--- src/hw/rtl/hrhp_pkg.sv ---
`timescale 1ns / 1ps

package hrhp_pkg;

    // Default limits
    localparam int HRHP_MAX_FIELDS   = 64;
    localparam int HRHP_HEADER_BYTES = 1024;

    // Parser phases, one-hot
    typedef enum logic [9:0] {
        PH_METHOD  = 10'b00_0000_0001,
        PH_URI     = 10'b00_0000_0010,
        PH_VPREFIX = 10'b00_0000_0100,
        PH_VDIGITS = 10'b00_0000_1000,
        PH_VEND    = 10'b00_0001_0000,
        PH_NAME    = 10'b00_0010_0000,
        PH_VLEAD   = 10'b00_0100_0000,
        PH_VALUE   = 10'b00_1000_0000,
        PH_DONE    = 10'b01_0000_0000,
        PH_ERROR   = 10'b10_0000_0000
    } t_phase;

    // Byte roles
    localparam logic [2:0] ROLE_NONE    = 3'd0;
    localparam logic [2:0] ROLE_METHOD  = 3'd1;
    localparam logic [2:0] ROLE_URI     = 3'd2;
    localparam logic [2:0] ROLE_VERSION = 3'd3;
    localparam logic [2:0] ROLE_NAME    = 3'd4;
    localparam logic [2:0] ROLE_VALUE   = 3'd5;

    // Events
    localparam logic [2:0] EV_NONE      = 3'd0;
    localparam logic [2:0] EV_LINE_DONE = 3'd1;
    localparam logic [2:0] EV_FIELD     = 3'd2;
    localparam logic [2:0] EV_COMPLETE  = 3'd3;
    localparam logic [2:0] EV_ERROR     = 3'd4;

    // Error codes
    localparam logic [2:0] ERR_NONE     = 3'd0;
    localparam logic [2:0] ERR_FORMAT   = 3'd1;
    localparam logic [2:0] ERR_METHOD   = 3'd2;
    localparam logic [2:0] ERR_VERSION  = 3'd3;
    localparam logic [2:0] ERR_NO_COLON = 3'd4;
    localparam logic [2:0] ERR_FIELDS   = 3'd5;
    localparam logic [2:0] ERR_LENGTH   = 3'd6;

    // Characters
    localparam logic [7:0] CH_SPACE = 8'h20;
    localparam logic [7:0] CH_CR    = 8'h0D;
    localparam logic [7:0] CH_LF    = 8'h0A;
    localparam logic [7:0] CH_COLON = 8'h3A;
    localparam logic [7:0] CH_DASH  = 8'h2D;
    localparam logic [7:0] CH_LC_A  = 8'h61;
    localparam logic [7:0] CH_LC_Z  = 8'h7A;
    localparam logic [7:0] UC_MASK  = 8'h5F;

    localparam logic [9:0] SPACES_MAX = 10'd1023;
    localparam logic [3:0] VPREFIX_LEN = 4'd5;

    // Method name character at a position, names packed first char high
    function automatic logic [7:0] meth_char(input logic [2:0] m, input logic [2:0] pos);
        logic [63:0] s;
        case (m)
            3'd0:    s = {"GET ", 32'h0};
            3'd1:    s = {"HEAD ", 24'h0};
            3'd2:    s = {"POST ", 24'h0};
            3'd3:    s = {"PUT ", 32'h0};
            3'd4:    s = {"DELETE ", 8'h0};
            3'd5:    s = "CONNECT ";
            3'd6:    s = "OPTIONS ";
            default: s = {"TRACE ", 16'h0};
        endcase
        meth_char = s[{3'(3'd7 - pos), 3'b000} +: 8];
    endfunction

    function automatic logic [3:0] meth_len(input logic [2:0] m);
        case (m)
            3'd0:    meth_len = 4'd4;
            3'd1:    meth_len = 4'd5;
            3'd2:    meth_len = 4'd5;
            3'd3:    meth_len = 4'd4;
            3'd4:    meth_len = 4'd7;
            3'd5:    meth_len = 4'd8;
            3'd6:    meth_len = 4'd8;
            default: meth_len = 4'd6;
        endcase
    endfunction

    function automatic logic [7:0] ver_char(input logic [2:0] pos);
        logic [39:0] s;
        s = "HTTP/";
        ver_char = s[{3'(3'd4 - pos), 3'b000} +: 8];
    endfunction

endpackage

--- src/hw/rtl/http_request_header_parser_top.sv ---
`timescale 1ns / 1ps
// A result word is registered and shows on the output in the cycle after its byte is taken.
// Throughput: one byte word per cycle; a new word is taken when the result register is empty or
// its word is taken in the same cycle, so a stalled receiver stalls the input after one word.
// Reset: synchronous, active low on i_rst_n; clears the parser to the method phase and drops
// o_valid. A byte with i_start_request high clears the parser state the same way first.
module http_request_header_parser_top #(
    parameter int MAX_FIELDS   = hrhp_pkg::HRHP_MAX_FIELDS,
    parameter int HEADER_BYTES = hrhp_pkg::HRHP_HEADER_BYTES
) (
    input  logic       i_clk,
    input  logic       i_rst_n,
    // input byte channel
    input  logic       i_valid,
    output logic       o_ready,
    input  logic [7:0] i_in_byte,
    input  logic       i_start_request,
    // result channel
    output logic       o_valid,
    input  logic       i_ready,
    output logic [7:0] o_out_byte,
    output logic [2:0] o_role,
    output logic [9:0] o_spaces_before,
    output logic [2:0] o_method_code,
    output logic [5:0] o_field_index,
    output logic [2:0] o_event_res,
    output logic [2:0] o_error_code
);
    import hrhp_pkg::*;

    // Field counter reaches MAX_FIELDS, byte counter reaches HEADER_BYTES
    localparam int FCW = $clog2(MAX_FIELDS + 1);
    localparam int BCW = $clog2(HEADER_BYTES + 1);

    // ---------------------------------------------------------------- parser state
    t_phase           r_phase;
    logic [7:0]       r_cand;
    logic [3:0]       r_match_pos;
    logic [2:0]       r_ver_count;
    logic             r_after_dash;
    logic [9:0]       r_pending;
    logic             r_cr_seen;
    logic             r_line_empty;
    logic [FCW-1:0]   r_field_count;
    logic [BCW-1:0]   r_byte_count;
    logic [2:0]       r_err;

    // state as seen by this byte (after an optional start clear)
    t_phase           e_phase;
    logic [7:0]       e_cand;
    logic [3:0]       e_match_pos;
    logic [2:0]       e_ver_count;
    logic             e_after_dash;
    logic [9:0]       e_pending;
    logic             e_cr_seen;
    logic             e_line_empty;
    logic [FCW-1:0]   e_field_count;
    logic [BCW-1:0]   e_byte_count;
    logic [2:0]       e_err;

    t_phase           n_phase;
    logic [7:0]       n_cand;
    logic [3:0]       n_match_pos;
    logic [2:0]       n_ver_count;
    logic             n_after_dash;
    logic [9:0]       n_pending;
    logic             n_cr_seen;
    logic             n_line_empty;
    logic [FCW-1:0]   n_field_count;
    logic [BCW-1:0]   n_byte_count;
    logic [2:0]       n_err;

    // ---------------------------------------------------------------- result register
    logic             r_out_valid;
    logic [7:0]       r_out_byte;
    logic [2:0]       r_role;
    logic [9:0]       r_spaces;
    logic [2:0]       r_mcode;
    logic [5:0]       r_fidx;
    logic [2:0]       r_event;
    logic [2:0]       r_err_out;

    logic [7:0]       n_out_byte;
    logic [2:0]       n_role;
    logic [9:0]       n_spaces;
    logic [2:0]       n_mcode;
    logic [5:0]       n_fidx;
    logic [2:0]       n_event;

    logic             accept;
    logic             fail;
    logic [2:0]       fail_code;
    logic [7:0]       keep;
    logic [7:0]       hit;
    logic [8:0]       fc_ext;
    logic [7:0]       b;

    // Take a new byte whenever the result register is empty or being drained.
    assign o_ready = !r_out_valid || i_ready;
    assign accept  = i_valid && o_ready;
    assign b       = i_in_byte;

    always_comb begin
        // start of a request clears everything before the byte is parsed
        if (i_start_request) begin
            e_phase       = PH_METHOD;
            e_cand        = 8'hFF;
            e_match_pos   = '0;
            e_ver_count   = '0;
            e_after_dash  = 1'b1;
            e_pending     = '0;
            e_cr_seen     = 1'b0;
            e_line_empty  = 1'b0;
            e_field_count = '0;
            e_byte_count  = '0;
            e_err         = ERR_NONE;
        end else begin
            e_phase       = r_phase;
            e_cand        = r_cand;
            e_match_pos   = r_match_pos;
            e_ver_count   = r_ver_count;
            e_after_dash  = r_after_dash;
            e_pending     = r_pending;
            e_cr_seen     = r_cr_seen;
            e_line_empty  = r_line_empty;
            e_field_count = r_field_count;
            e_byte_count  = r_byte_count;
            e_err         = r_err;
        end
    end

    // Method compare: one lane per candidate name.
    always_comb begin
        keep = '0;
        hit  = '0;
        for (int m = 0; m < 8; m++) begin
            if (e_cand[m] && (e_match_pos < meth_len(3'(m))) &&
                (meth_char(3'(m), e_match_pos[2:0]) == b)) begin
                keep[m] = 1'b1;
                if (4'(e_match_pos + 4'd1) == meth_len(3'(m))) begin
                    hit[m] = 1'b1;
                end
            end
        end
    end

    always_comb begin
        n_phase       = e_phase;
        n_cand        = e_cand;
        n_match_pos   = e_match_pos;
        n_ver_count   = e_ver_count;
        n_after_dash  = e_after_dash;
        n_pending     = e_pending;
        n_cr_seen     = e_cr_seen;
        n_line_empty  = e_line_empty;
        n_field_count = e_field_count;
        n_byte_count  = e_byte_count;
        n_err         = e_err;

        fc_ext     = 9'(e_field_count);
        n_out_byte = b;
        n_role     = ROLE_NONE;
        n_spaces   = '0;
        n_event    = EV_NONE;
        n_fidx     = fc_ext[5:0];
        fail       = 1'b0;
        fail_code  = ERR_NONE;

        if (e_phase != PH_ERROR && e_phase != PH_DONE) begin
            if (e_byte_count >= BCW'(HEADER_BYTES)) begin
                fail      = 1'b1;
                fail_code = ERR_LENGTH;
            end else begin
                n_byte_count = BCW'(e_byte_count + 1'b1);
                case (e_phase)
                    PH_METHOD: begin
                        if (keep == '0) begin
                            fail      = 1'b1;
                            fail_code = ERR_METHOD;
                        end else if (hit != '0) begin
                            n_cand      = hit;
                            n_match_pos = '0;
                            n_phase     = PH_URI;
                        end else begin
                            n_cand      = keep;
                            n_match_pos = 4'(e_match_pos + 4'd1);
                            n_role      = ROLE_METHOD;
                        end
                    end
                    PH_URI: begin
                        if (b == CH_SPACE) begin
                            n_match_pos = '0;
                            n_phase     = PH_VPREFIX;
                        end else if (b == CH_CR || b == CH_LF) begin
                            fail      = 1'b1;
                            fail_code = ERR_FORMAT;
                        end else begin
                            n_role = ROLE_URI;
                        end
                    end
                    PH_VPREFIX: begin
                        if (e_match_pos >= VPREFIX_LEN ||
                            ver_char(e_match_pos[2:0]) != b) begin
                            fail      = 1'b1;
                            fail_code = ERR_VERSION;
                        end else begin
                            n_match_pos = 4'(e_match_pos + 4'd1);
                            if (4'(e_match_pos + 4'd1) == VPREFIX_LEN) begin
                                n_ver_count = '0;
                                n_phase     = PH_VDIGITS;
                            end
                        end
                    end
                    PH_VDIGITS: begin
                        n_role      = ROLE_VERSION;
                        n_ver_count = 3'(e_ver_count + 3'd1);
                        if (3'(e_ver_count + 3'd1) >= 3'd3) begin
                            n_phase = PH_VEND;
                        end
                    end
                    PH_VEND: begin
                        if (!e_cr_seen) begin
                            if (b == CH_CR) begin
                                n_cr_seen = 1'b1;
                            end else begin
                                fail      = 1'b1;
                                fail_code = ERR_VERSION;
                            end
                        end else if (b == CH_LF) begin
                            n_event      = EV_LINE_DONE;
                            n_phase      = PH_NAME;
                            n_line_empty = 1'b1;
                            n_after_dash = 1'b1;
                            n_cr_seen    = 1'b0;
                        end else begin
                            fail      = 1'b1;
                            fail_code = ERR_VERSION;
                        end
                    end
                    PH_NAME: begin
                        if (e_cr_seen) begin
                            if (b == CH_LF) begin
                                n_cr_seen = 1'b0;
                                n_event   = EV_COMPLETE;
                                n_phase   = PH_DONE;
                            end else begin
                                fail      = 1'b1;
                                fail_code = ERR_FORMAT;
                            end
                        end else if (b == CH_CR) begin
                            if (e_line_empty) begin
                                n_cr_seen = 1'b1;
                            end else begin
                                fail      = 1'b1;
                                fail_code = ERR_NO_COLON;
                            end
                        end else if (b == CH_LF) begin
                            fail      = 1'b1;
                            fail_code = ERR_FORMAT;
                        end else if (e_line_empty && e_field_count >= FCW'(MAX_FIELDS)) begin
                            fail      = 1'b1;
                            fail_code = ERR_FIELDS;
                        end else begin
                            n_line_empty = 1'b0;
                            if (b == CH_COLON) begin
                                n_pending = '0;
                                n_phase   = PH_VLEAD;
                            end else begin
                                // upper-case a letter at the start or after a dash
                                if (e_after_dash && b >= CH_LC_A && b <= CH_LC_Z) begin
                                    n_out_byte = b & UC_MASK;
                                end
                                n_after_dash = (n_out_byte == CH_DASH);
                                n_role       = ROLE_NAME;
                            end
                        end
                    end
                    PH_VLEAD, PH_VALUE: begin
                        if (e_cr_seen) begin
                            if (b == CH_LF) begin
                                n_event       = EV_FIELD;
                                n_field_count = FCW'(e_field_count + 1'b1);
                                n_phase       = PH_NAME;
                                n_line_empty  = 1'b1;
                                n_after_dash  = 1'b1;
                                n_cr_seen     = 1'b0;
                            end else begin
                                fail      = 1'b1;
                                fail_code = ERR_FORMAT;
                            end
                        end else if (b == CH_CR) begin
                            n_cr_seen = 1'b1;
                        end else if (b == CH_LF) begin
                            fail      = 1'b1;
                            fail_code = ERR_FORMAT;
                        end else if (b == CH_SPACE) begin
                            // defer interior spaces; leading ones are dropped
                            if (e_phase == PH_VALUE && e_pending < SPACES_MAX) begin
                                n_pending = 10'(e_pending + 10'd1);
                            end
                        end else begin
                            n_role    = ROLE_VALUE;
                            n_spaces  = e_pending;
                            n_pending = '0;
                            n_phase   = PH_VALUE;
                        end
                    end
                    default: begin
                    end
                endcase
            end
        end

        // latch the error and drop method candidates when still matching the method
        if (fail) begin
            if (e_phase == PH_METHOD) begin
                n_cand = '0;
            end
            n_err   = fail_code;
            n_phase = PH_ERROR;
            n_event = EV_ERROR;
        end

        // method code: lowest surviving candidate once past the method
        n_mcode = '0;
        if (n_phase != PH_METHOD && n_cand != '0) begin
            for (int m = 7; m >= 0; m--) begin
                if (n_cand[m]) begin
                    n_mcode = 3'(m);
                end
            end
        end
    end

    // Advance parser state on each taken byte.
    always_ff @(posedge i_clk) begin
        if (!i_rst_n) begin
            r_phase       <= PH_METHOD;
            r_cand        <= 8'hFF;
            r_match_pos   <= '0;
            r_ver_count   <= '0;
            r_after_dash  <= 1'b1;
            r_pending     <= '0;
            r_cr_seen     <= 1'b0;
            r_line_empty  <= 1'b0;
            r_field_count <= '0;
            r_byte_count  <= '0;
            r_err         <= ERR_NONE;
        end else if (accept) begin
            r_phase       <= n_phase;
            r_cand        <= n_cand;
            r_match_pos   <= n_match_pos;
            r_ver_count   <= n_ver_count;
            r_after_dash  <= n_after_dash;
            r_pending     <= n_pending;
            r_cr_seen     <= n_cr_seen;
            r_line_empty  <= n_line_empty;
            r_field_count <= n_field_count;
            r_byte_count  <= n_byte_count;
            r_err         <= n_err;
        end
    end

    // Output valid: set on a taken byte, drop when the result word is taken.
    always_ff @(posedge i_clk) begin
        if (!i_rst_n) begin
            r_out_valid <= 1'b0;
        end else if (accept) begin
            r_out_valid <= 1'b1;
        end else if (i_ready) begin
            r_out_valid <= 1'b0;
        end
    end

    // Result payload: hold while stalled, load on a taken byte.
    always_ff @(posedge i_clk) begin
        if (accept) begin
            r_out_byte <= n_out_byte;
            r_role     <= n_role;
            r_spaces   <= n_spaces;
            r_mcode    <= n_mcode;
            r_fidx     <= n_fidx;
            r_event    <= n_event;
            r_err_out  <= n_err;
        end
    end

    assign o_valid         = r_out_valid;
    assign o_out_byte      = r_out_byte;
    assign o_role          = r_role;
    assign o_spaces_before = r_spaces;
    assign o_method_code   = r_mcode;
    assign o_field_index   = r_fidx;
    assign o_event_res     = r_event;
    assign o_error_code    = r_err_out;

endmodule

--- config.mk ---
export PLATFORM = sky130hd
export DESIGN_NAME = http_request_header_parser_top
export DESIGN_NICKNAME = d
export VERILOG_FILES = /design/src/hw/rtl/hrhp_pkg.sv /design/src/hw/rtl/http_request_header_parser_top.sv
export SDC_FILE = /design/constraint.sdc
export NUM_CORES = 1
export LEC_CHECK = 0
export BUFFER_PORTS_ARGS = -buffer_cell sky130_fd_sc_hd__buf_2
export CAP_MARGIN = 20
export CORE_ASPECT_RATIO = 1.2
export CORE_MARGIN = 8
export CORE_UTILIZATION = 45
export CTS_CLUSTER_DIAMETER = 40
export DETAILED_ROUTE_END_ITERATION = 10
export GPL_ROUTABILITY_DRIVEN = 0
export GPL_TIMING_DRIVEN = 1
export PLACE_DENSITY = 0.59
export SLEW_MARGIN = 40
export SYNTH_ARGS = -nofsm -noshare
export SYNTH_HDL_FRONTEND = slang
export SYNTH_SLANG_ARGS = --single-unit
--- constraint.sdc ---
create_clock -name i_clk -period 8.7 [get_ports i_clk]
set_input_delay 0.87 -clock i_clk [delete_from_list [all_inputs] [get_ports i_clk]]
set_output_delay 0.87 -clock i_clk [all_outputs]
set_load 0.01 [all_outputs]
==> summary.md <==
| Metric | Value |
|---|---|
| Worst path cell trace | buf_2 > buf_4 > mux2_2 > o311ai_0 > a221oi_1 > a32oi_1 > o2111ai_1 > nor3_1 > o32ai_1 > nor2_1 > a311oi_1 > and3_1 |
| Mapped cell area | ~7300 um2 |
| CTS H-tree depth | 3 |
| Crit path DAT | around 4.7 ns |
| Synth Area per Inst | 7.81 um2 |
| Post-CTS setup buffers | 0 |
| Die H | approximately 160 um |
| Final ANT Viol Nets | 0 |
| EDFF count, synth | 36 |
| Final period utilization | around 52% |
| IO Pins | between 50 and 60 |
| Final setup fails | 0 |
| Initial antenna violation count | 0 |
| R2R Setup Slk | ~4.6 ns |
| Synth async-reset ratio | 0% |
| Total negative setup slack | 0 ns |
| Clk sinks | between 90 and 100 |
| Most used DFF post-synth | dfxtp_1 |
| Chip width | 133 um |
| Buffers & Inverters on Critical Path | 2 |
| Routing usage on met1 | roughly 27% |
| Final non-filler cell total | about 1200 |
| Crit path capture | o_method_code[2]$_SDFFCE_PP0P_ |
| Most common library cell in the layout ignoring fill and taps | nand2_1 |
| RSZ-0062 raised after global routing | false |
| Clk root buf | clkbuf_16 |
| Final #Nets | 962 |
| Critical path class | in -> reg |
| M2 GR Usage | between 30% and 40% |
| Router iterations before antenna repair | 5 |
| DP Wirelength | about 17000 um |
| Finished Core Util | approximately half |
| Worst hold start | r_err[1]$_SDFFE_PN0P_ |
| CORE AREA | ~16000 um2 |
| CTS buffer count | 9 |
| Worst EP required | 8.82 ns |
| CP Depth | 12 |
| First-pass GRT wire length | about 39000 um |
| Final worst slack | about 4.2 ns |
| Clk pin slew, worst setup/hold paths | about 0.080 ns |
| Row count | 51 |
| Vias | ~7400 |
| VDD IR max | about 0.000085 V |
| Worst Reg-to-Reg Cells | 15 |
| CP Launch Point | i_start_request |
| Worst hold path class | reg -> reg |
| Grt peak-use layer | met2 |
| Fin Clk Skew | between 0.01 and 0.015 ns |
| Crit-path max FO | 67 |
| Placed cell count | 1142 |
| Post-CTS sizing | 0 |
| Initial Util | 45.5% |
| Placed Area | 7560 um2 |
| Vias in the first global route | 7042 |
| Pre-CTS setup slack | roughly 3.9 ns |
| Sequential share of the synthesized area | 31.1% |
| Port bufs | 50 |
| Overall Global Routing Usage | between 20% and 30% |
| Via-to-Cell Ratio | around 6.4 |
| CTS Buffer Depth | 2 |
| Grt ovf | 0 |
| Critical path's largest stage delay | around 0.7 ns |
| Critical path's slowest cell | nor3_1 |
| Post-Route WL | between 20000 and 25000 um |
| Max-cap check violation count | 0 |
| Net Count, Synth | a little under 1000 |
| Worst Hold Margin | between 0.4 and 0.5 ns |
| Status | complete, no violations |
| Max Fclk | between 0.2 and 0.25 GHz |
| Power Total | approximately 1.1 mW |
| Die Area | around 21000 um2 |
| First DRT Iteration DRCs | between 700 and 800 |
| P per Cell Area | between 100 and 150 nW/um2 |
| Largest net degree at the start of global routing | slightly below 70 |
| Synth-to-Final Area Change | 7.12% |
| Slew at the pin closest to its max-slew limit | 0.872 ns |
| Wirelength per Cell | between 20 and 25 um |
| Final instance area | 7870 um2 |
| Post-synthesis register bit count | 96 |
| CP startpoint kind | input port |
| Ys Warns | 0 |
| Clk_lat worst skew | about 0.36 ns |
| Share of layout cells above drive strength 1 | about an eighth |
| Final min period | roughly 4.5 ns |
| Netlist cell types | 98 |
| Final Max Slew Viols | 0 |
| Most frequent cells in the layout | nand2_1, nor2_1, a21oi_1, dfxtp_1, o21ai_0 |
| CP endpoint kind | register |
| Top delay family on crit path | buffers and inverters |
| CTS tree | done |
| Max_slew headroom | a little over two fifths |
| R2R Path Start | r_match_pos[0]$_SDFFE_PN0P_ |
| Hold_buf cts | 0 |
| Post-synthesis cell count | about 940 |
| DRC violations left | 0 |
| GR Layer Usage met3 | between 3 and 4% |
| P_leak | around 2.8 nW |
| Diode count | 0 |
| R2R Path End | o_method_code[2]$_SDFFCE_PP0P_ |
| Final hold violations | 0 |
==> kinds of logic (layout without fill, tap and decap cells) <==
group / Yosys count / count (layout) / synth area share, %
buf+inv: 90 / 95 / 6.06
xor+xnor: 26 / 26 / 3.10
simple gates: 455 / 455 / 32.8
compound gates: 258 / 258 / 24.4
flops: 96 / 96 / 31.1
fa+ha+maj: 8 / 8 / 1.36
mux: 8 / 8 / 1.17
==> per-layer routing <==
metal	up-vias	part of all wire (%)
li1	3468	-
met1	3489	40
met2	327	48
met3	89	5.9
met4	0	6.0
met5	-	0
==> Yosys cell counts (all sizes together), types with 8 or more instances <==
library cell | instances | share of area, %
nand2 | 110 | 5.7
nor2 | 98 | 5.0
a21oi | 66 | 4.5
dfxtp | 60 | 16
o21ai | 56 | 3.8
buf | 40 | 3.5
edfxtp | 36 | 15
nor2b | 35 | 3.0
nand3 | 33 | 2.3
clkbuf | 30 | 1.5
nor3 | 28 | 2.0
nand4 | 21 | 1.8
and2 | 20 | 1.7
inv | 20 | 1.0
a31oi | 18 | 2.0
nor4 | 16 | 1.5
xnor2 | 15 | 1.8
nand2b | 14 | 1.2
or3 | 13 | 1.1
nor3b | 12 | 1.2
o211ai | 12 | 1.3
and3 | 11 | 0.94
xor2 | 11 | 1.3
ha | 8 | 1.4
o31ai | 8 | 1.0
or4 | 8 | 0.87
==> area by class of cell <==
cell class | count | area, um2
fill | 1607 | 8270
multi-input combinational | 755 | 4630
sequential | 96 | 2280
timing repair buffer | 59 | 318
tap | 212 | 265
clock buffer | 9 | 225
inverter | 20 | 76.3
clock inverter | 7 | 75.1
==> registers in the layout, summed over array words and instances (netlist names), 4 cells and up <==
name             flops
r_pending           10
r_cand               8
o_spaces_before     10
r_phase             10
o_field_index        6
r_match_pos          4
r_byte_count        11
o_out_byte           8
r_field_count        7
==> tightest hold or removal path, cell delays in order (launching register included) <==
cell	delay, ns
dfxtp_1	0.31
nand2_1	0.05
a21oi_1	0.06
==> power by group <==
part	internal [mW]	switching (mW)	leakage, nW
Clock	0.204	0.201	0.144
Sequential	0.485	0.0108	0.841
Combinational	0.0523	0.116	1.83
Total	0.741	0.328	2.81
==> worst min path at each step <==
stage / cells past startpoint / endpoint
CTS: 2 / r_err[1]$_SDFFE_PN0P_
finish: 2 / r_err[1]$_SDFFE_PN0P_
global placement: 2 / r_err[1]$_SDFFE_PN0P_
global route: 2 / r_err[1]$_SDFFE_PN0P_
detailed placement: 2 / r_err[1]$_SDFFE_PN0P_
floorplan: 2 / r_err[1]$_SDFFE_PN0P_
(Power assumes the default switching activity.)
